<file path="config.mk">
export PLATFORM = sky130hd
export DESIGN_NAME = gb5_mac
export DESIGN_NICKNAME = d
export VERILOG_FILES = /design/src/sv/gaussian_blur_5x5_assert.svh /design/src/sv/gb5_pkg.sv /design/src/sv/gb5_mac.sv
export SDC_FILE = /design/constraint.sdc
export NUM_CORES = 2
export LEC_CHECK = 0
export ABC_AREA = 1
export BUFFER_PORTS_ARGS = -buffer_cell sky130_fd_sc_hd__clkbuf_2
export CORE_UTILIZATION = 35
export DETAILED_ROUTE_END_ITERATION = 16
export PLACE_DENSITY = 0.57
export SETUP_SLACK_MARGIN = 0.15
export SLEW_MARGIN = 20
export SYNTH_ARGS = -nofsm -noshare
export SYNTH_HDL_FRONTEND = slang
export SYNTH_SLANG_ARGS = --single-unit
</file>
<file path="constraint.sdc">
create_clock -name clk_i -period 7.5 [get_ports clk_i]
set_clock_uncertainty 0.1 [all_clocks]
set_input_delay 1.125 -clock clk_i [delete_from_list [all_inputs] [get_ports clk_i]]
set_output_delay 1.125 -clock clk_i [all_outputs]
set_load 0.05 [all_outputs]
</file>
<file path="src/sv/gaussian_blur_5x5_assert.svh">
// assertion macros for the gaussian blur block
`ifndef GAUSSIAN_BLUR_5X5_ASSERT_SVH
`define GAUSSIAN_BLUR_5X5_ASSERT_SVH

// same-cycle implication, checked out of reset
`define GB5_ASSERT_NOW(name, ante, cons) \
  name: assert property (@(posedge clk_i) disable iff (!rst_ni) (ante) |-> (cons)) \
    else $error("gaussian_blur_5x5: same-cycle check failed");

// next-cycle implication, checked out of reset
`define GB5_ASSERT_NEXT(name, ante, cons) \
  name: assert property (@(posedge clk_i) disable iff (!rst_ni) (ante) |=> (cons)) \
    else $error("gaussian_blur_5x5: next-cycle check failed");

`endif

</file>
<file path="src/sv/gb5_pkg.sv">
// shared constants, types and register codes of the gaussian blur block
package gb5_pkg;

  localparam int MAX_WIDTH  = 2048;
  localparam int ADDR_W     = $clog2(MAX_WIDTH);
  localparam int STORE_ROWS = 4;
  localparam int LANE_W     = $clog2(STORE_ROWS);
  localparam int KSIZE      = 5;
  localparam int HALF_K     = 2;
  localparam int PIX_W      = 8;
  localparam int COEF_W     = 16;
  localparam int DIM_W      = 12;
  localparam int ROW_W      = 12;
  localparam int COL_W      = 11;
  localparam int CFG_IDX_W  = 3;
  localparam int CFG_DATA_W = 16;
  localparam int MIN_DIM    = 5;
  localparam int FRAC_W     = 16;
  localparam int ACC_W      = 29;

  localparam logic [DIM_W-1:0]  WIDTH_RST  = 12'd640;
  localparam logic [DIM_W-1:0]  HEIGHT_RST = 12'd480;
  localparam logic [COEF_W-1:0] C0_RST     = 16'd10623;
  localparam logic [COEF_W-1:0] C1_RST     = 16'd6443;
  localparam logic [COEF_W-1:0] C2_RST     = 16'd3906;
  localparam logic [COEF_W-1:0] C4_RST     = 16'd1436;
  localparam logic [COEF_W-1:0] C5_RST     = 16'd871;
  localparam logic [COEF_W-1:0] C8_RST     = 16'd196;

  typedef enum logic [CFG_IDX_W-1:0] {
    CFG_WIDTH  = 3'd0,
    CFG_HEIGHT = 3'd1,
    CFG_C0     = 3'd2,
    CFG_C1     = 3'd3,
    CFG_C2     = 3'd4,
    CFG_C4     = 3'd5,
    CFG_C5     = 3'd6,
    CFG_C8     = 3'd7
  } cfg_idx_e;

  // position info that follows one pixel down the pipeline
  typedef struct packed {
    logic             emit;
    logic             done;
    logic [ROW_W-1:0] row;
    logic [COL_W-1:0] col;
  } pos_t;

  // weights by squared distance from the centre tap
  typedef struct packed {
    logic [COEF_W-1:0] c0;
    logic [COEF_W-1:0] c1;
    logic [COEF_W-1:0] c2;
    logic [COEF_W-1:0] c4;
    logic [COEF_W-1:0] c5;
    logic [COEF_W-1:0] c8;
  } coef_t;

  // window pixels summed per weight class
  typedef struct packed {
    logic [PIX_W-1:0]   g0;
    logic [PIX_W+1:0]   g1;
    logic [PIX_W+1:0]   g2;
    logic [PIX_W+1:0]   g4;
    logic [PIX_W+2:0]   g5;
    logic [PIX_W+1:0]   g8;
  } gsum_t;

endpackage

</file>
<file path="src/sv/gb5_mac.sv">
// weight multiply stage and accumulation of the six class products
module gb5_mac (
  input  logic                       clk_i,
  input  logic                       adv_i,
  input  gb5_pkg::gsum_t             gsum_i,
  input  gb5_pkg::coef_t             coef_i,
  output logic [gb5_pkg::ACC_W-1:0]  acc_o
);

  logic [23:0]               p0_q;
  logic [25:0]               p1_q, p2_q, p4_q, p8_q;
  logic [26:0]               p5_q;
  logic [gb5_pkg::ACC_W-1:0] acc_q, acc_d;

  always_ff @(posedge clk_i) begin
    if (adv_i) begin
      p0_q <= gsum_i.g0 * coef_i.c0;
      p1_q <= gsum_i.g1 * coef_i.c1;
      p2_q <= gsum_i.g2 * coef_i.c2;
      p4_q <= gsum_i.g4 * coef_i.c4;
      p5_q <= gsum_i.g5 * coef_i.c5;
      p8_q <= gsum_i.g8 * coef_i.c8;
    end
  end

  // full-scale sum stays below 2^29
  assign acc_d = gb5_pkg::ACC_W'(p0_q) + gb5_pkg::ACC_W'(p1_q) + gb5_pkg::ACC_W'(p2_q)
               + gb5_pkg::ACC_W'(p4_q) + gb5_pkg::ACC_W'(p5_q) + gb5_pkg::ACC_W'(p8_q);

  always_ff @(posedge clk_i) begin
    if (adv_i) begin
      acc_q <= acc_d;
    end
  end

  assign acc_o = acc_q;

endmodule

</file>
==> results by group <==
Worst setup path
  – Type of origin of the critical path: primary input
  – CP Max Fanout: 16
  – Setup CP Type: primary input to flop
  – R2R setup slack: 3.31 ns
  – Worst r2r path cells: 16
  – Crit end category: flop
  – WP data required: about 7.6 ns
  – RR Endpoint: acc_o[18]$_DFFE_PP_
  – Reg2reg start: p4_q[2]$_DFFE_PP_
  – Worst Path Arrival: 5.67 ns

Logic synthesis
  – Yosys warnings: 0
  – Post-synthesis sequential area ratio: 0.128
  – Count of state elements after synthesis: 184
  – Mapped Nets: 7043
  – Post-synthesis instance total: 5752
  – Distinct cells, synth: 32
  – Post-Syn Area: ~43000 µm²
  – Avg Inst Size Synth: 7.53 µm²

Clock tree
  – Clock root buffer: clkbuf_16
  – CTS Buf Count: 17
  – Worst-path clk slew: 0.08 ns
  – Number of H-tree levels: 4
  – Post-CTS Hold Fix Bufs: 0
  – Num Clock Sinks: 184
  – CTS tree: built
  – Post-CTS sizing: 0
  – Max Root-Sink Buffers: 2
  – Clk Latency, worst-skew pair: 0.47 ns
  – Setup Buffers After CTS: 0

Finish
  – Commonest non-fill, non-tap cell in the layout: nand2_1
  – Cell Count, Final, Fillers Out: approximately 7400
  – Antenna Cells: 0
  – Finished Cell Area: about 46000 µm²
  – Share of cells above drive strength 1: 0.0457
  – Fin util: 0.377
  – Area growth syn-to-layout: 6.40%
  – Final nets: 7035
  – Commonest cells after routing, fill and taps aside: nand2_1, inv_1, fa_1

GRT
  – Largest net degree at the start of global routing: 94
  – Vias in the first global route: 34900
  – All-Layer GR Usage: 0.183
  – Initial antenna violation count: 1
  – Grt ovf: 0
  – First-pass GRT wire length: 183000 µm

Route
  – Routed Antenna Nets: 0
  – Routed len/inst: between 15 and 20 µm
  – Drt first pass iters: 6
  – Vias: 33600
  – Vias/cell: roughly 4.6
  – DRC: 0
  – Initial DRC Count: 1968
  – Post-Route WL: approximately 110000 µm

Timing
  – Peak Freq: 180 MHz
  – Setup TNS: 0 ns
  – RSZ-0062 raised after global routing: no
  – Slew @ Worst Pin: approximately 0.96 ns
  – Slew Viols, Final: 0
  – Tmin final: ~5.6 ns
  – Relative slew slack: 0.360
  – Final-report setup violation count: 0
  – Final period utilization: 0.741
  – Hold Violations, Final: 0

Job
  – Count of max-cap constraint violations: 0

Worst hold path
  – Min-delay worst type: flop to flop
  – Hold path start: p1_q[0]$_DFFE_PP_
  – Hold Crit Depth: 2
  – Hold Crit Endpoint: acc_o[0]$_DFFE_PP_

Placement
  – GPL Wtd Cong: 0.911
  – I/O Buffers: 185
  – Dpl cells: 7350
  – DP Area: 45500 µm²
  – Dpl hpwl: around 96000 µm

Outcome
  – Status: finished clean

Floorplan
  – Std cell rows: ~130
  – Core Region: roughly 120000 µm²
  – Die footprint: 125000 µm²
  – Die Wd: about 350 µm
  – Initial Utilization: 0.354
  – I/O pin total: 186
  – Chip Height: 354 µm
## layout make-up
type	count	area (µm²)
Multi-Input combinational cell	3652	30600
Clock buffer	18	429
Fill cell	12900	76100
Clock inverter	13	164
Timing Repair Buffer	187	947
Sequential cell	184	5530
Tap cell	1625	2030
Inverter	1702	6390
## critical path, cell delays in order
cell	delay [ns]
clkbuf_2	0.34
nand2_1	0.14
fa_1	0.55
inv_1	0.05
fa_1	0.50
inv_1	0.06
fa_1	0.53
inv_1	0.05
fa_1	0.48
inv_1	0.05
fa_1	0.47
inv_1	0.04
ha_1	0.35
nand2_1	0.11
nor2_1	0.32
nand2_1	0.11
nor2_1	0.10
nand2_1	0.07
nand4_1	0.10
nand2_1	0.09
## per-stage QoR
stage	setup WS (ns)	hold WS, ns
after floorplan	1.78	0.580
after global placement	1.44	0.650
after detailed placement	1.46	0.644
after CTS	1.96	0.664
after global routing	1.68	0.703
final	1.94	0.656
## worst max path at each step
stage                    start            endpoint  slack, ns  cells past startpoint
detailed placement  gsum_i[22]  p4_q[24]$_DFFE_PP_       1.46                     20
floorplan           gsum_i[32]  p2_q[24]$_DFFE_PP_       1.78                     21
global route        gsum_i[22]  p4_q[24]$_DFFE_PP_       1.68                     20
global placement    gsum_i[22]  p4_q[24]$_DFFE_PP_       1.44                     20
CTS                 gsum_i[22]  p4_q[24]$_DFFE_PP_       1.96                     20
finish              gsum_i[22]  p4_q[24]$_DFFE_PP_       1.94                     20
## metal layers
layer | up-vias | global-route usage | wire [µm]
li1 | 16400 | - | -
met1 | 16500 | 0.249 | 50800
met2 | 651 | 0.317 | 54600
met3 | 94 | 0.0192 | 4760
met4 | 0 | 0.0349 | 1580
met5 | - | 0 | 0
## registers in the layout (all words and copies together), names as in the netlist
signal  flops
p0_q       24
p1_q       26
p5_q       27
p8_q       26
p4_q       26
acc_o      29
p2_q       26
## cell families after synthesis
group           after synthesis  share of synthesized area
flops                       184                      0.128
compound gates              193                     0.0233
buf+inv                    1916                      0.166
fa+ha+maj                  1134                      0.458
xor+xnor                    102                     0.0206
simple gates               2223                      0.205
## cell usage after synthesis
cell         n  share of area
nand2_1   1778           0.15
inv_1     1698           0.15
fa_1       751           0.35
ha_1       383           0.11
clkbuf_1   211          0.018
nor2_1     193          0.017
edfxtp_1   184           0.13
a21oi_1    127          0.015
nand3_1    127          0.015
xor2_1      74          0.015
o21ai_0     47         0.0054
nand4_1     43         0.0062
xnor2_1     28         0.0057
nand2_2     15         0.0022
nor2_2      15         0.0022
and2_1      12         0.0017
o21bai_1    12         0.0021
nor3_1      11         0.0013
nand3b_1     9         0.0016
nand3_2      5         0.0012
inv_2        4        0.00035
nor3_2       4        0.00092
nor4_1       4        0.00058
a21o_1       3        0.00052
buf_1        3        0.00026
or2_1        3        0.00043
nor3b_2      2        0.00058
o21ai_1      2        0.00023
and3_1       1        0.00014
nor2_4       1        0.00026
o21a_1       1        0.00017
o31ai_1      1        0.00017
Power is left out: the tool's default activity adds up to more than one toggle a clock period on the data nets, which glitch-free logic cannot reach.
