<file path="src/sv/gaussian_blur_5x5_assert.svh">
// assertion macros for the gaussian blur block
`ifndef GAUSSIAN_BLUR_5X5_ASSERT_SVH
`define GAUSSIAN_BLUR_5X5_ASSERT_SVH

// same-cycle implication, checked out of reset
`define GB5_ASSERT_NOW(name, ante, cons) \
  name: assert property (@(posedge clk_i) disable iff (!rst_ni) (ante) |-> (cons)) \
    else $error("gaussian_blur_5x5: same-cycle check failed");

// next-cycle implication, checked out of reset
`define GB5_ASSERT_NEXT(name, ante, cons) \
  name: assert property (@(posedge clk_i) disable iff (!rst_ni) (ante) |=> (cons)) \
    else $error("gaussian_blur_5x5: next-cycle check failed");

`endif

</file>
<file path="src/sv/gb5_pkg.sv">
// shared constants, types and register codes of the gaussian blur block
package gb5_pkg;

  localparam int MAX_WIDTH  = 2048;
  localparam int ADDR_W     = $clog2(MAX_WIDTH);
  localparam int STORE_ROWS = 4;
  localparam int LANE_W     = $clog2(STORE_ROWS);
  localparam int KSIZE      = 5;
  localparam int HALF_K     = 2;
  localparam int PIX_W      = 8;
  localparam int COEF_W     = 16;
  localparam int DIM_W      = 12;
  localparam int ROW_W      = 12;
  localparam int COL_W      = 11;
  localparam int CFG_IDX_W  = 3;
  localparam int CFG_DATA_W = 16;
  localparam int MIN_DIM    = 5;
  localparam int FRAC_W     = 16;
  localparam int ACC_W      = 29;

  localparam logic [DIM_W-1:0]  WIDTH_RST  = 12'd640;
  localparam logic [DIM_W-1:0]  HEIGHT_RST = 12'd480;
  localparam logic [COEF_W-1:0] C0_RST     = 16'd10623;
  localparam logic [COEF_W-1:0] C1_RST     = 16'd6443;
  localparam logic [COEF_W-1:0] C2_RST     = 16'd3906;
  localparam logic [COEF_W-1:0] C4_RST     = 16'd1436;
  localparam logic [COEF_W-1:0] C5_RST     = 16'd871;
  localparam logic [COEF_W-1:0] C8_RST     = 16'd196;

  typedef enum logic [CFG_IDX_W-1:0] {
    CFG_WIDTH  = 3'd0,
    CFG_HEIGHT = 3'd1,
    CFG_C0     = 3'd2,
    CFG_C1     = 3'd3,
    CFG_C2     = 3'd4,
    CFG_C4     = 3'd5,
    CFG_C5     = 3'd6,
    CFG_C8     = 3'd7
  } cfg_idx_e;

  // position info that follows one pixel down the pipeline
  typedef struct packed {
    logic             emit;
    logic             done;
    logic [ROW_W-1:0] row;
    logic [COL_W-1:0] col;
  } pos_t;

  // weights by squared distance from the centre tap
  typedef struct packed {
    logic [COEF_W-1:0] c0;
    logic [COEF_W-1:0] c1;
    logic [COEF_W-1:0] c2;
    logic [COEF_W-1:0] c4;
    logic [COEF_W-1:0] c5;
    logic [COEF_W-1:0] c8;
  } coef_t;

  // window pixels summed per weight class
  typedef struct packed {
    logic [PIX_W-1:0]   g0;
    logic [PIX_W+1:0]   g1;
    logic [PIX_W+1:0]   g2;
    logic [PIX_W+1:0]   g4;
    logic [PIX_W+2:0]   g5;
    logic [PIX_W+1:0]   g8;
  } gsum_t;

endpackage

</file>
<file path="src/sv/gb5_window.sv">
// 5x5 pixel window and per-weight-class pixel sums
module gb5_window (
  input  logic                                               clk_i,
  input  logic                                               rst_ni,
  input  logic                                               shift_i,
  input  logic                                               adv_i,
  input  logic [gb5_pkg::STORE_ROWS-1:0][gb5_pkg::PIX_W-1:0] rd_i,
  input  logic [gb5_pkg::LANE_W-1:0]                         lane_i,
  input  logic [gb5_pkg::PIX_W-1:0]                          pix_i,
  output gb5_pkg::gsum_t                                     gsum_o
);

  logic [gb5_pkg::PIX_W-1:0] win_q [gb5_pkg::KSIZE][gb5_pkg::KSIZE];
  logic [gb5_pkg::PIX_W-1:0] column [gb5_pkg::KSIZE];
  gb5_pkg::gsum_t            gsum_q, gsum_d;

  // oldest stored row sits in the lane of the incoming row
  always_comb begin
    for (int k = 0; k < gb5_pkg::STORE_ROWS; k++) begin
      column[k] = rd_i[gb5_pkg::LANE_W'(lane_i + gb5_pkg::LANE_W'(k))];
    end
    column[gb5_pkg::KSIZE-1] = pix_i;
  end

  always_ff @(posedge clk_i or negedge rst_ni) begin
    if (!rst_ni) begin
      for (int k = 0; k < gb5_pkg::KSIZE; k++) begin
        for (int m = 0; m < gb5_pkg::KSIZE; m++) begin
          win_q[k][m] <= '0;
        end
      end
    end else if (shift_i) begin
      for (int k = 0; k < gb5_pkg::KSIZE; k++) begin
        for (int m = 0; m < gb5_pkg::KSIZE - 1; m++) begin
          win_q[k][m] <= win_q[k][m+1];
        end
        win_q[k][gb5_pkg::KSIZE-1] <= column[k];
      end
    end
  end

  always_comb begin
    gsum_d.g0 = win_q[2][2];
    gsum_d.g1 = 10'(win_q[1][2]) + 10'(win_q[3][2]) + 10'(win_q[2][1]) + 10'(win_q[2][3]);
    gsum_d.g2 = 10'(win_q[1][1]) + 10'(win_q[1][3]) + 10'(win_q[3][1]) + 10'(win_q[3][3]);
    gsum_d.g4 = 10'(win_q[0][2]) + 10'(win_q[4][2]) + 10'(win_q[2][0]) + 10'(win_q[2][4]);
    gsum_d.g5 = 11'(win_q[0][1]) + 11'(win_q[0][3]) + 11'(win_q[4][1]) + 11'(win_q[4][3])
              + 11'(win_q[1][0]) + 11'(win_q[3][0]) + 11'(win_q[1][4]) + 11'(win_q[3][4]);
    gsum_d.g8 = 10'(win_q[0][0]) + 10'(win_q[0][4]) + 10'(win_q[4][0]) + 10'(win_q[4][4]);
  end

  always_ff @(posedge clk_i) begin
    if (adv_i) begin
      gsum_q <= gsum_d;
    end
  end

  assign gsum_o = gsum_q;

endmodule

</file>
<file path="config.mk">
export PLATFORM = sky130hd
export DESIGN_NAME = gb5_window
export DESIGN_NICKNAME = d
export VERILOG_FILES = /design/src/sv/gaussian_blur_5x5_assert.svh /design/src/sv/gb5_pkg.sv /design/src/sv/gb5_window.sv
export SDC_FILE = /design/constraint.sdc
export NUM_CORES = 1
export LEC_CHECK = 0
export ABC_AREA = 0
export BUFFER_PORTS_ARGS = -buffer_cell sky130_fd_sc_hd__buf_2
export CORE_ASPECT_RATIO = 0.8
export CORE_MARGIN = 8
export CORE_UTILIZATION = 57
export CTS_BUF_LIST = sky130_fd_sc_hd__clkbuf_8
export CTS_CLUSTER_SIZE = 10
export DETAILED_ROUTE_END_ITERATION = 10
export GPL_TIMING_DRIVEN = 0
export PLACE_DENSITY = 0.84
export SYNTH_ARGS = -nofsm -noshare
export SYNTH_HDL_FRONTEND = slang
export SYNTH_SLANG_ARGS = --single-unit
</file>
<file path="constraint.sdc">
create_clock -name clk_i -period 3.88 [get_ports clk_i]
set_input_delay 1.164 -clock clk_i [delete_from_list [all_inputs] [get_ports clk_i]]
set_output_delay 1.164 -clock clk_i [all_outputs]
set_load 0.005 [all_outputs]
</file>
==> results_dict.tcl <==
set metrics [dict create \
    synth_cells 1032 \
    startpoint_type "flop" \
    stdcell_area_sq_mm 0.01594 \
    worst-path-stages 15 \
    slew_headroom_pct 44.39 \
    synth_top_area_share_pct 35.89 \
    final_nets 1391 \
    port_buffers 102 \
    wl_per_cell_um 20.85 \
    die_y_um 155.9 \
    dr.pass1.iters 5 \
    cp_cell_sequence "inv_2 -> fa_1 -> inv_2 -> fa_1 -> fa_1 -> inv_1 -> fa_1 -> inv_2 -> ha_4 -> fa_2 -> a21o_1 -> a21oi_4 -> o21ai_2 -> nor4_2 -> a21oi_1" \
    maxCapViolations 0 \
    synthTopCellsByArea "dfrtp_1 (36%), fa_1 (16%), edfxtp_1 (13%), mux2_2 (12%), ha_1 (4.2%)" \
    powerDensity_mw_per_mm2 1062 \
    initial_core_util_pct 57.66 \
    antenna_left 0 \
    wl_um 32030 \
    via_count 8539 \
    holdPathEnd "gsum_o[55]" \
    reg2regPathDepth 15 \
    slew_violations 0 \
    hold_class "reg2reg" \
    rows 51 \
    ir_drop_uv 962.5 \
    p_total_w 0.01693 \
    fin_cells 1536 \
    rr_startpoint "win_q[154]" \
    failed_checks "negative setup slack" \
    post-place-ws_ps -510.8 \
    holdWs_ps 476.6 \
    die_area_sq_mm 0.02976 \
    clockRootBuffer "clkbuf_8" \
    h-tree-depth 2 \
    synthTopCellsByCount "dfrtp_1 (200), mux2_2 (152), inv_1 (131)" \
    critPathRequiredTime_ps 4160 \
    dp_cells 1453 \
    whs_path_depth 0 \
    ys_types 40 \
    crit_type "reg2reg" \
    grt_max_degree 127 \
    fin_skew_ps 26.31 \
    synth_area_sq_mm 0.01394 \
    crit_top_cell "fa_1" \
    critical_path.max_stage_delay_ps 540 \
    worst_slack_ps -238.7 \
    outcome "complete, but fails checks" \
    place_congestion 0.8741 \
    hold_viol 0 \
    worstReg2RegEnd "gsum_o[20]" \
    crit_family "adder cells" \
    worstPathArrival_ps 4400 \
    async_flop_share_pct 77.22 \
    synth_edf_count 59 \
    cts_buffer_depth 3 \
    regToRegSetupSlack_ps -240 \
    drtIter0Drc 582 \
    worstHoldStart "gsum_d[55]" \
    seqCellArea_sq_mm 0.006777 \
    core-area_sq_mm 0.02418 \
    cts_tree "done" \
    clk_latency_ps 560 \
    avgSynthCellArea_sq_um 13.51 \
    ys_seq_area_share_pct 48.60 \
    ys_ff_latch 259 \
    die_w_um 190.9 \
    critPathMaxFanout 2 \
    yosysMostFrequentCell "dfrtp_1" \
    worstSetupEndpointType "flop" \
    clk_pin_slew_ps 60 \
    drc_errors 0 \
    setup_viol 5 \
    synth_top_area_cell "dfrtp_1" \
    rsz0062_at_grt "yes" \
    antenna_found_initial 2 \
    ys_warn_count 0 \
    multi_input_area_sq_mm 0.006571 \
    min_period_ps 4119 \
    tritoncts.num_buffers 42 \
    worst_pin_slew_ps 834.2 \
    n_fill_cell 1728 \
    gr-usage-all-layers_pct 22.38 \
    hold_buffers 0 \
    io_pins 105 \
    layout-drive-gt1-share_pct 31.72 \
    dp_hpwl_um 24200 \
    cpMaxStageDelayCell "fa_1" \
    first_global_vias 9379 \
    leakage_nw 7.294 \
    critical_path_buf_inv_count 4 \
    vias_per_cell 5.559 \
    gr-total-overflow 0 \
    clkSinkCount 259 \
    grt_pass1_wl_um 51130 \
    synthFlopType "dfrtp_1" \
    final.period_utilization_pct 106.2 \
    synthToLayoutAreaGrowth_pct 14.28 \
    dpl-instance-area_sq_mm 0.01490 \
    max_freq_ghz 0.2428 \
    syn_nets 1236 \
]
-- cells in the final DEF (no fill, tap or decap), drive strengths merged --
cell,instances
fa,111
and3b,1
nor2,32
o31a,3
nor2b,8
a311oi,2
nor4,1
o22ai,2
nand3b,1
or3,2
nand2,63
mux2,158
nor3,4
bufinv,2
a21o,4
dfrtp,200
buf,139
a211oi,1
and3,1
nand2b,1
a21boi,4
diode,1
inv,147
clkbuf,62
edfxtp,59
ha,47
o21ai,72
o21a,8
xor2,5
xnor2,19
clkinv,2
and2,1
mux2i,8
clkinvlp,1
nand3,1
a21oi,29
mux4,16
-- registers in the layout (all words and copies together) (netlist names) --
name,count
win_q,192
gsum_o,59
gsum_d,8
-- layer usage --
layer	wire (um)	vias up	global-route usage, %
li1	-	3777	-
met1	13800	4408	30.43
met2	15020	303	34.88
met3	2560	49	6.144
met4	635	2	6.600
met5	13	-	0
-- kinds of logic after synthesis --
logic type	synth area share, %
and+or+nand+nor	3.482
xor gates and xnor gates	1.507
AOI/OAI and AO/OA	4.989
DFF	48.60
adders and majority gates	20.15
muxes	16.21
buffers and inverters	5.061
-- worst max path at each step --
stage,from,to,slack [ps]
after floorplan,win_q[154],gsum_o[20],-50
after global placement,rst_ni,win_q[63],-1670
after detailed placement,win_q[75],gsum_o[19],-510
after CTS,win_q[154],gsum_o[20],-230
after global routing,win_q[10],gsum_o[20],-380
final,win_q[154],gsum_o[20],-240
-- cell type report --
cell class	count	area share, %
sequential	259	42.53
multi-input combinational	605	41.24
clock buffer	53	4.578
timing repair buffer	111	3.855
inverter	131	3.086
tap	318	2.497
buffer	37	1.343
clock inverter	21	0.8637
antenna	1	0.01570
-- stage by stage --
step / util [%] / TNS [ps]
floorplan: - / -45.66
global placement: 61.45 / -330240
detailed placement: 61.61 / -1700
CTS: 65.64 / -708.5
global route: 65.89 / -1373
finish: 65.89 / -831.7
-- power by group --
group / total, W / leakage (nW) / switching (W) / internal, W
clock: 0.00244 / 0.503 / 0.00108 / 0.00136
sequential: 0.00460 / 2.99 / 0.000472 / 0.00412
combinational: 0.00989 / 3.80 / 0.00523 / 0.00466
-- timing repair --
item | in CTS | in global routing
endpoints found under the setup margin | 5 | 5
pin swaps | 9 | 5
resized for setup | 19 | 6
setup buffers | 4 | 5
No activity file was read; power rests on OpenSTA's default activity.
