--- src/sv/gaussian_blur_5x5_assert.svh ---
// assertion macros for the gaussian blur block
`ifndef GAUSSIAN_BLUR_5X5_ASSERT_SVH
`define GAUSSIAN_BLUR_5X5_ASSERT_SVH

// same-cycle implication, checked out of reset
`define GB5_ASSERT_NOW(name, ante, cons) \
  name: assert property (@(posedge clk_i) disable iff (!rst_ni) (ante) |-> (cons)) \
    else $error("gaussian_blur_5x5: same-cycle check failed");

// next-cycle implication, checked out of reset
`define GB5_ASSERT_NEXT(name, ante, cons) \
  name: assert property (@(posedge clk_i) disable iff (!rst_ni) (ante) |=> (cons)) \
    else $error("gaussian_blur_5x5: next-cycle check failed");

`endif

--- src/sv/gb5_pkg.sv ---
// shared constants, types and register codes of the gaussian blur block
package gb5_pkg;

  localparam int MAX_WIDTH  = 2048;
  localparam int ADDR_W     = $clog2(MAX_WIDTH);
  localparam int STORE_ROWS = 4;
  localparam int LANE_W     = $clog2(STORE_ROWS);
  localparam int KSIZE      = 5;
  localparam int HALF_K     = 2;
  localparam int PIX_W      = 8;
  localparam int COEF_W     = 16;
  localparam int DIM_W      = 12;
  localparam int ROW_W      = 12;
  localparam int COL_W      = 11;
  localparam int CFG_IDX_W  = 3;
  localparam int CFG_DATA_W = 16;
  localparam int MIN_DIM    = 5;
  localparam int FRAC_W     = 16;
  localparam int ACC_W      = 29;

  localparam logic [DIM_W-1:0]  WIDTH_RST  = 12'd640;
  localparam logic [DIM_W-1:0]  HEIGHT_RST = 12'd480;
  localparam logic [COEF_W-1:0] C0_RST     = 16'd10623;
  localparam logic [COEF_W-1:0] C1_RST     = 16'd6443;
  localparam logic [COEF_W-1:0] C2_RST     = 16'd3906;
  localparam logic [COEF_W-1:0] C4_RST     = 16'd1436;
  localparam logic [COEF_W-1:0] C5_RST     = 16'd871;
  localparam logic [COEF_W-1:0] C8_RST     = 16'd196;

  typedef enum logic [CFG_IDX_W-1:0] {
    CFG_WIDTH  = 3'd0,
    CFG_HEIGHT = 3'd1,
    CFG_C0     = 3'd2,
    CFG_C1     = 3'd3,
    CFG_C2     = 3'd4,
    CFG_C4     = 3'd5,
    CFG_C5     = 3'd6,
    CFG_C8     = 3'd7
  } cfg_idx_e;

  // position info that follows one pixel down the pipeline
  typedef struct packed {
    logic             emit;
    logic             done;
    logic [ROW_W-1:0] row;
    logic [COL_W-1:0] col;
  } pos_t;

  // weights by squared distance from the centre tap
  typedef struct packed {
    logic [COEF_W-1:0] c0;
    logic [COEF_W-1:0] c1;
    logic [COEF_W-1:0] c2;
    logic [COEF_W-1:0] c4;
    logic [COEF_W-1:0] c5;
    logic [COEF_W-1:0] c8;
  } coef_t;

  // window pixels summed per weight class
  typedef struct packed {
    logic [PIX_W-1:0]   g0;
    logic [PIX_W+1:0]   g1;
    logic [PIX_W+1:0]   g2;
    logic [PIX_W+1:0]   g4;
    logic [PIX_W+2:0]   g5;
    logic [PIX_W+1:0]   g8;
  } gsum_t;

endpackage

--- src/sv/gb5_pos.sv ---
// raster position counters, interior test and line store addressing
module gb5_pos (
  input  logic                        clk_i,
  input  logic                        rst_ni,
  input  logic                        acc_i,
  input  logic                        sof_i,
  input  logic [gb5_pkg::DIM_W-1:0]   width_i,
  input  logic [gb5_pkg::DIM_W-1:0]   height_i,
  output gb5_pkg::pos_t               pos_o,
  output logic [gb5_pkg::ADDR_W-1:0]  addr_o,
  output logic [gb5_pkg::LANE_W-1:0]  lane_o
);

  logic [gb5_pkg::COL_W-1:0] col_q, col_d;
  logic [gb5_pkg::ROW_W-1:0] row_q, row_d;
  logic [gb5_pkg::COL_W-1:0] c;
  logic [gb5_pkg::ROW_W-1:0] r;
  logic [gb5_pkg::DIM_W-1:0] wcl, hcl;
  logic [gb5_pkg::DIM_W-1:0] c_ext;
  logic [gb5_pkg::DIM_W:0]   r_inc;

  always_comb begin
    if (width_i < gb5_pkg::DIM_W'(gb5_pkg::MIN_DIM)) begin
      wcl = gb5_pkg::DIM_W'(gb5_pkg::MIN_DIM);
    end else if (width_i > gb5_pkg::DIM_W'(gb5_pkg::MAX_WIDTH)) begin
      wcl = gb5_pkg::DIM_W'(gb5_pkg::MAX_WIDTH);
    end else begin
      wcl = width_i;
    end
    if (height_i < gb5_pkg::DIM_W'(gb5_pkg::MIN_DIM)) begin
      hcl = gb5_pkg::DIM_W'(gb5_pkg::MIN_DIM);
    end else begin
      hcl = height_i;
    end

    // start of frame makes this pixel (0,0)
    c     = sof_i ? '0 : col_q;
    r     = sof_i ? '0 : row_q;
    c_ext = gb5_pkg::DIM_W'(c);
    r_inc = {1'b0, r} + 1'b1;

    pos_o.emit = (r >= gb5_pkg::ROW_W'(2 * gb5_pkg::HALF_K))
              && (c >= gb5_pkg::COL_W'(2 * gb5_pkg::HALF_K))
              && (r < hcl) && (c_ext < wcl);
    pos_o.done = (r == hcl - 1'b1) && (c_ext == wcl - 1'b1);
    pos_o.row  = r - gb5_pkg::ROW_W'(gb5_pkg::HALF_K);
    pos_o.col  = c - gb5_pkg::COL_W'(gb5_pkg::HALF_K);

    addr_o = c;
    lane_o = r[gb5_pkg::LANE_W-1:0];

    if (c_ext + 1'b1 >= wcl) begin
      col_d = '0;
      row_d = (r_inc >= {1'b0, hcl}) ? '0 : r_inc[gb5_pkg::ROW_W-1:0];
    end else begin
      col_d = c + 1'b1;
      row_d = r;
    end
  end

  always_ff @(posedge clk_i or negedge rst_ni) begin
    if (!rst_ni) begin
      col_q <= '0;
      row_q <= '0;
    end else if (acc_i) begin
      col_q <= col_d;
      row_q <= row_d;
    end
  end

endmodule

--- config.mk ---
export PLATFORM = sky130hd
export DESIGN_NAME = gb5_pos
export DESIGN_NICKNAME = d
export VERILOG_FILES = /design/src/sv/gaussian_blur_5x5_assert.svh /design/src/sv/gb5_pkg.sv /design/src/sv/gb5_pos.sv
export SDC_FILE = /design/constraint.sdc
export NUM_CORES = 1
export LEC_CHECK = 0
export BUFFER_PORTS_ARGS = -buffer_cell sky130_fd_sc_hd__buf_4
export CORE_MARGIN = 2
export CORE_UTILIZATION = 58
export DETAILED_ROUTE_END_ITERATION = 12
export HOLD_SLACK_MARGIN = 0.08
export MAX_ROUTING_LAYER = met4
export PLACE_DENSITY = 0.82
export SYNTH_ARGS = -nofsm -noshare
export SYNTH_HDL_FRONTEND = slang
export SYNTH_SLANG_ARGS = --single-unit
export TNS_END_PERCENT = 100
--- constraint.sdc ---
create_clock -name clk_i -period 7.8 [get_ports clk_i]
set_input_delay 1.95 -clock clk_i [delete_from_list [all_inputs] [get_ports clk_i]]
set_output_delay 1.95 -clock clk_i [all_outputs]
set_load 0.005 [all_outputs]
==> results.json, run 1 <==
{
  "antennaDiodeCount": 0,
  "synth_edf_count": 0,
  "start_kind": "primary input",
  "cap_violations": 0,
  "avgSynthCellArea_um2": 7.78,
  "finalSetupTns_ps": 0,
  "grt_use_total_pct": 30.6,
  "ctsLongestPathBuffers": 2,
  "drv_slew": 0,
  "setup_viol": 0,
  "cts_buffers": 3,
  "worstHoldEndpoint": "col_q[1]",
  "vias_per_cell": 6.24,
  "synthFlopType": "dfrtp_1",
  "core.rowCount": 29,
  "die_x_um": 86.1,
  "drive_above_1_share_pct": 18.0,
  "routabilityCongestion": 0.975,
  "cp_cell_sequence": "buf_4, nor4_4, nand2_1, o211ai_1, ha_1, o21ai_0, or3b_1, a211oi_1, o21ai_0, a221oi_1, and4_1, buf_4",
  "worst-path-stages": 12,
  "period_share_pct": 88.9,
  "critical_path_class": "in -> out",
  "regArea_um2": 576,
  "clock.fmax_mhz": 144,
  "yosys.cell_types.count": 70,
  "critPathSlowestCell": "nor4_4",
  "post-place-ws_ps": 922,
  "timing.rr.start": "col_q[4]",
  "critPathBufInv": 2,
  "crit_required_ps": 5850,
  "grt_setup_unrepaired": "false",
  "htreeDepth": 1,
  "end_kind": "output port",
  "period_minus_slack_ps": 6940,
  "cts_tree": "yes",
  "worst-path-max-fanout": 8,
  "syn_to_final_growth_pct": 12.8,
  "timing.rr.end": "row_q[2]",
  "ctsRootBufferMaster": "clkbuf_8",
  "worst_hold_path.num_cells": 1,
  "status": "finished clean",
  "grt_pass1_vias": 3837,
  "grt_pass1_wl_um": 18000,
  "ctsResizeCount": 0,
  "power.density_nw_per_um2": 76.6,
  "multiInputGateArea_um2": 3070,
  "start_util_pct": 60.9,
  "worstPathArrival_ps": 4990,
  "finalWirelength_um": 10900,
  "r2r_cells": 12,
  "skew_ps": 5.67,
  "first_pass_iters": 7,
  "hold_slack_ps": 496,
  "async_flop_share_pct": 100,
  "hold_viol": 0,
  "synthesis.nets": 584,
  "fp.dieH_um": 86.1,
  "worst_pin_slew_ps": 973,
  "clk_latency_ps": 270,
  "synth_seq_cells": 23,
  "p_total_w": 0.000338,
  "yosys-top-cells-area": "ha_1 17%, dfrtp_1 15%, xnor2_1 8.7%",
  "min_from": "col_q[1]",
  "yosysWarningCount": 0,
  "hold_class": "reg -> reg",
  "fill_cells": 554,
  "hpwl_um": 8610,
  "hold_buffers": 0,
  "antenna_left": 0,
  "yosys.area.top_type": "ha_1",
  "timing.reg2reg.setup_slack_ps": 3320,
  "drt_iter0_drc": 215,
  "routed-via-count": 3880,
  "remaining_drc_errors": 0,
  "syn_area_um2": 3910,
  "power.leakage_nw": 2.07,
  "antenna_found_initial": 0,
  "pin_count": 66,
  "post_drt_wl_per_cell_um": 17.5,
  "relSlewSlack_pct": 35.0,
  "fp.coreArea_um2": 6420,
  "slowest_delay_ps": 470,
  "ys_seq_area_share_pct": 14.7,
  "synth_top_area_share_pct": 17.0,
  "vdd_ir_drop_max_mv": 0.0811,
  "portBuffers": 65,
  "syn-instance-count": 503,
  "dieArea_um2": 7420,
  "postCtsSetupBuffers": 0,
  "path_delay_family": "simple AND/OR/NAND/NOR gates",
  "fin_ws_ps": 864,
  "cts.sinks": 23,
  "nets": 627,
  "clkTransAtPathRegs_ps": 90,
  "grt_max_degree": 34,
  "overflow": 0
}
==> through the flow <==
step	std cells	util, %	instance area, um2
3_3_place_gp	618	68.0	4370
5_1_grt	622	68.7	4410
6_report	622	68.7	4410
4_1_cts	622	68.7	4410
3_5_place_dp	618	68.0	4370
2_1_floorplan	503	-	3910
==> worst register-to-register path: stages, from the launching register on <==
cell and delay (ps):
dfrtp_1 410, nor2b_1 790, nand2_1 160, or2_2 330
nor2_1 140, xnor2_1 120, ha_1 240, or4_1 500
a211o_1 290, o22ai_2 360, inv_2 170, o21ai_1 660
a221o_1 260
==> placed cells by master (no fill, tap or decap), types with 17 or more instances in the layout <==
master | Yosys | final
xnor2_1 | 39 | 39
xor2_1 | 17 | 17
buf_4 | 3 | 67
a21oi_1 | 20 | 20
nor2_1 | 35 | 35
o21ai_0 | 18 | 18
dfrtp_1 | 23 | 23
nand3_1 | 20 | 20
inv_1 | 25 | 25
ha_1 | 53 | 53
nand2_1 | 44 | 44
==> routing by layer <==
| layer | share of wire (%) | up-vias | GRT usage [%] | wire length, um |
|---|---|---|---|---|
| li1 | - | 1891 | - | - |
| met1 | 41 | 1806 | 36.1 | 4480 |
| met2 | 50 | 152 | 53.6 | 5410 |
| met3 | 6.2 | 31 | 3.85 | 674 |
| met4 | 2.7 | 0 | 9.67 | 291 |
| met5 | 0 | - | - | 0 |
==> area by class of cell <==
type	instances	share of cell area, %
clock buffer	3	0.936
clock inverter	1	0.113
inverter	31	2.64
multi-input combinational	420	69.7
sequential	23	13.0
tap	77	2.18
timing repair buffer	67	11.4
==> synthesized netlist by cell type, types with 4 or more instances <==
master / number
a21oi_1: 20
o2bb2ai_1: 8
a21o_1: 4
o21ai_1: 7
nand4_1: 5
o21ai_0: 18
or2_2: 5
ha_1: 53
nor2b_1: 14
nor3_1: 15
a211oi_1: 7
o31ai_1: 5
buf_2: 8
clkbuf_1: 15
nand2_1: 44
o21a_1: 6
inv_1: 25
a22o_1: 10
dfrtp_1: 23
a31oi_1: 6
xor2_1: 17
xnor2_1: 39
o211ai_1: 5
and3_1: 4
nand2b_1: 10
nor4_1: 11
inv_2: 4
nand3_1: 20
nor2_1: 35
==> how the worst max path moves through the flow <==
stage / from / to / slack (ps)
2_1_floorplan: width_i[3] / pos_o[23] / 1530
3_3_place_gp: width_i[6] / pos_o[23] / 1010
3_5_place_dp: width_i[6] / pos_o[23] / 920
4_1_cts: width_i[6] / pos_o[23] / 910
5_1_grt: width_i[6] / pos_o[23] / 560
6_report: width_i[6] / pos_o[23] / 860
==> power breakdown <==
group	internal, W	switching (W)
Sequential	0.000122	0.00000204
Clock	0.0000357	0.0000400
Combinational	0.0000618	0.0000764
==> flip-flops by register name, summed over array words and instances, names as in the netlist <==
| signal | cells |
|---|---|
| col_q | 11 |
| row_q | 12 |
==> cell families after synthesis <==
group / share of synthesized area (%)
buf+inv: 6.69
flops: 14.7
compound gates: 20.6
fa+ha+maj: 17.2
xor+xnor: 12.5
simple gates: 27.4
mux: 0.800
(Power assumes the default switching activity.)
==> inputs of run 2 (changes only) <==
--- a/config.mk
+++ b/config.mk
@@ -12,6 +12,7 @@
 export HOLD_SLACK_MARGIN = 0.08
 export MAX_ROUTING_LAYER = met4
 export PLACE_DENSITY = 0.82
+export RECOVER_POWER = 25
 export SYNTH_ARGS = -nofsm -noshare
 export SYNTH_HDL_FRONTEND = slang
 export SYNTH_SLANG_ARGS = --single-unit
==> run 2 against run 1 <==
Final cell count stayed put. Power hardly changed. Sequential cell count stayed put. Clock power hardly changed.
==> results.json, run 2 (synthesized netlist as in run 1, its figures left out) <==
{
  "ctsLongestPathBuffers": 2,
  "worst-path-max-fanout": 8,
  "overflow": 0,
  "antennaDiodeCount": 0,
  "routed-via-count": 3881,
  "cts.sinks": 23,
  "dieArea_um2": 7420,
  "cap_violations": 0,
  "vias_per_cell": 6.24,
  "fp.coreArea_um2": 6420,
  "nets": 627,
  "power.leakage_nw": 2.07,
  "hold_viol": 0,
  "finalSetupTns_ps": 0,
  "ctsRootBufferMaster": "clkbuf_8",
  "start_kind": "primary input",
  "period_minus_slack_ps": 6940,
  "grt_max_degree": 34,
  "clock.fmax_mhz": 144,
  "status": "finished clean",
  "final_cell_mix": "66 x buf_4, 53 x ha_1, 44 x nand2_1",
  "clk_latency_ps": 270,
  "postCtsSetupBuffers": 0,
  "skew_ps": 5.67,
  "setup_viol": 0,
  "finalWirelength_um": 10900,
  "grt_pass1_vias": 3837,
  "p_comb_share_pct": 40.9,
  "relSlewSlack_pct": 19.5,
  "fp.dieH_um": 86.1,
  "critical_path_class": "in -> out",
  "die_x_um": 86.1,
  "final_common_cell": "buf_4",
  "portBuffers": 65,
  "antenna_left": 0,
  "post_drt_wl_per_cell_um": 17.5,
  "grt_use_total_pct": 30.6,
  "crit_required_ps": 5850,
  "switching_share_pct": 35.1,
  "hold_slack_ps": 496,
  "core.rowCount": 29,
  "power.internal_w": 0.000219,
  "hold_class": "reg -> reg",
  "worst_pin_slew_ps": 1210,
  "power.density_nw_per_um2": 76.6,
  "htreeDepth": 1,
  "drive_above_1_share_pct": 17.8,
  "period_share_pct": 88.9,
  "reg_top3": "row_q (12), col_q (11)",
  "hpwl_um": 8610,
  "p_sw_w": 0.000118,
  "largest_register": "row_q",
  "pin_count": 66,
  "cts_buffers": 3,
  "largest_register_ffs": 12,
  "grt_setup_unrepaired": "false",
  "cts_tree": "yes",
  "vdd_ir_drop_max_mv": 0.0810,
  "first_pass_iters": 7,
  "worstPathArrival_ps": 4990,
  "routabilityCongestion": 0.975,
  "end_kind": "output port",
  "antenna_found_initial": 0,
  "hold_buffers": 0,
  "drv_slew": 0,
  "p_seq_share_pct": 36.7,
  "ctsResizeCount": 0,
  "fill_cells": 554,
  "pwr-share-clk_pct": 22.4,
  "remaining_drc_errors": 0,
  "grt_pass1_wl_um": 18000,
  "start_util_pct": 60.9,
  "syn_to_final_growth_pct": 12.7,
  "drt_iter0_drc": 215,
  "clkTransAtPathRegs_ps": 90
}
run 2: power groups by stage:
stage               Sequential, W  Combinational, W  Clock (W)
global placement         0.000126          0.000134          0
global route             0.000125          0.000153  0.0000826
CTS                      0.000124          0.000138  0.0000764
finish                   0.000124          0.000138  0.0000757
floorplan                0.000126         0.0000837          0
detailed placement       0.000126          0.000137          0
run 2: worst max-delay path, stage by stage:
cell	delay [ps]
buf_4	130
nor4_4	470
nand2_1	130
o211ai_1	320
ha_1	350
o21ai_0	220
or3b_1	420
a211oi_1	210
o21ai_0	120
a221oi_1	320
and4_1	220
buf_4	110
run 2: through the flow:
step                area [um2]  util, %  worst slack [ps]  power, W  instances
floorplan                 3910        -              1530  0.000209        503
global placement          4370     68.0              1010  0.000260        618
detailed placement        4370     68.0               922  0.000263        618
CTS                       4410     68.7               910  0.000338        622
global route              4410     68.6               557  0.000360        622
finish                    4410     68.6               864  0.000338        622
run 2: final cells by class:
type	count	area (um2)	area share [%]
Sequential cell	23	576	13.1
Inverter	31	116	2.64
Clock inverter	1	5.00	0.114
Timing Repair Buffer	67	499	11.3
Clock buffer	3	41.3	0.937
Tap cell	77	96.3	2.19
Multi-Input combinational cell	420	3070	69.7
run 2: path summary, 6_finish.rpt:
check / slack [ps] / cells after the start / startpoint / to
hold reg to reg: 500 / 1 / col_q[1] / col_q[1]
min in group asynchronous: 1910 / 1 / rst_ni / col_q[8]
hold / removal: 500 / 1 / col_q[1] / col_q[1]
max in group asynchronous: 5180 / 1 / rst_ni / row_q[4]
setup / recovery: 860 / 12 / width_i[6] / pos_o[23]
setup reg to reg: 3320 / 12 / col_q[4] / row_q[2]
run 2: layer usage:
layer | vias up | track usage, % | share of wire, %
met2 | 152 | 53.6 | 50
li1 | 1891 | - | -
met3 | 31 | 3.85 | 6.2
met5 | - | - | 0
met4 | 0 | 9.67 | 2.7
met1 | 1807 | 36.1 | 41
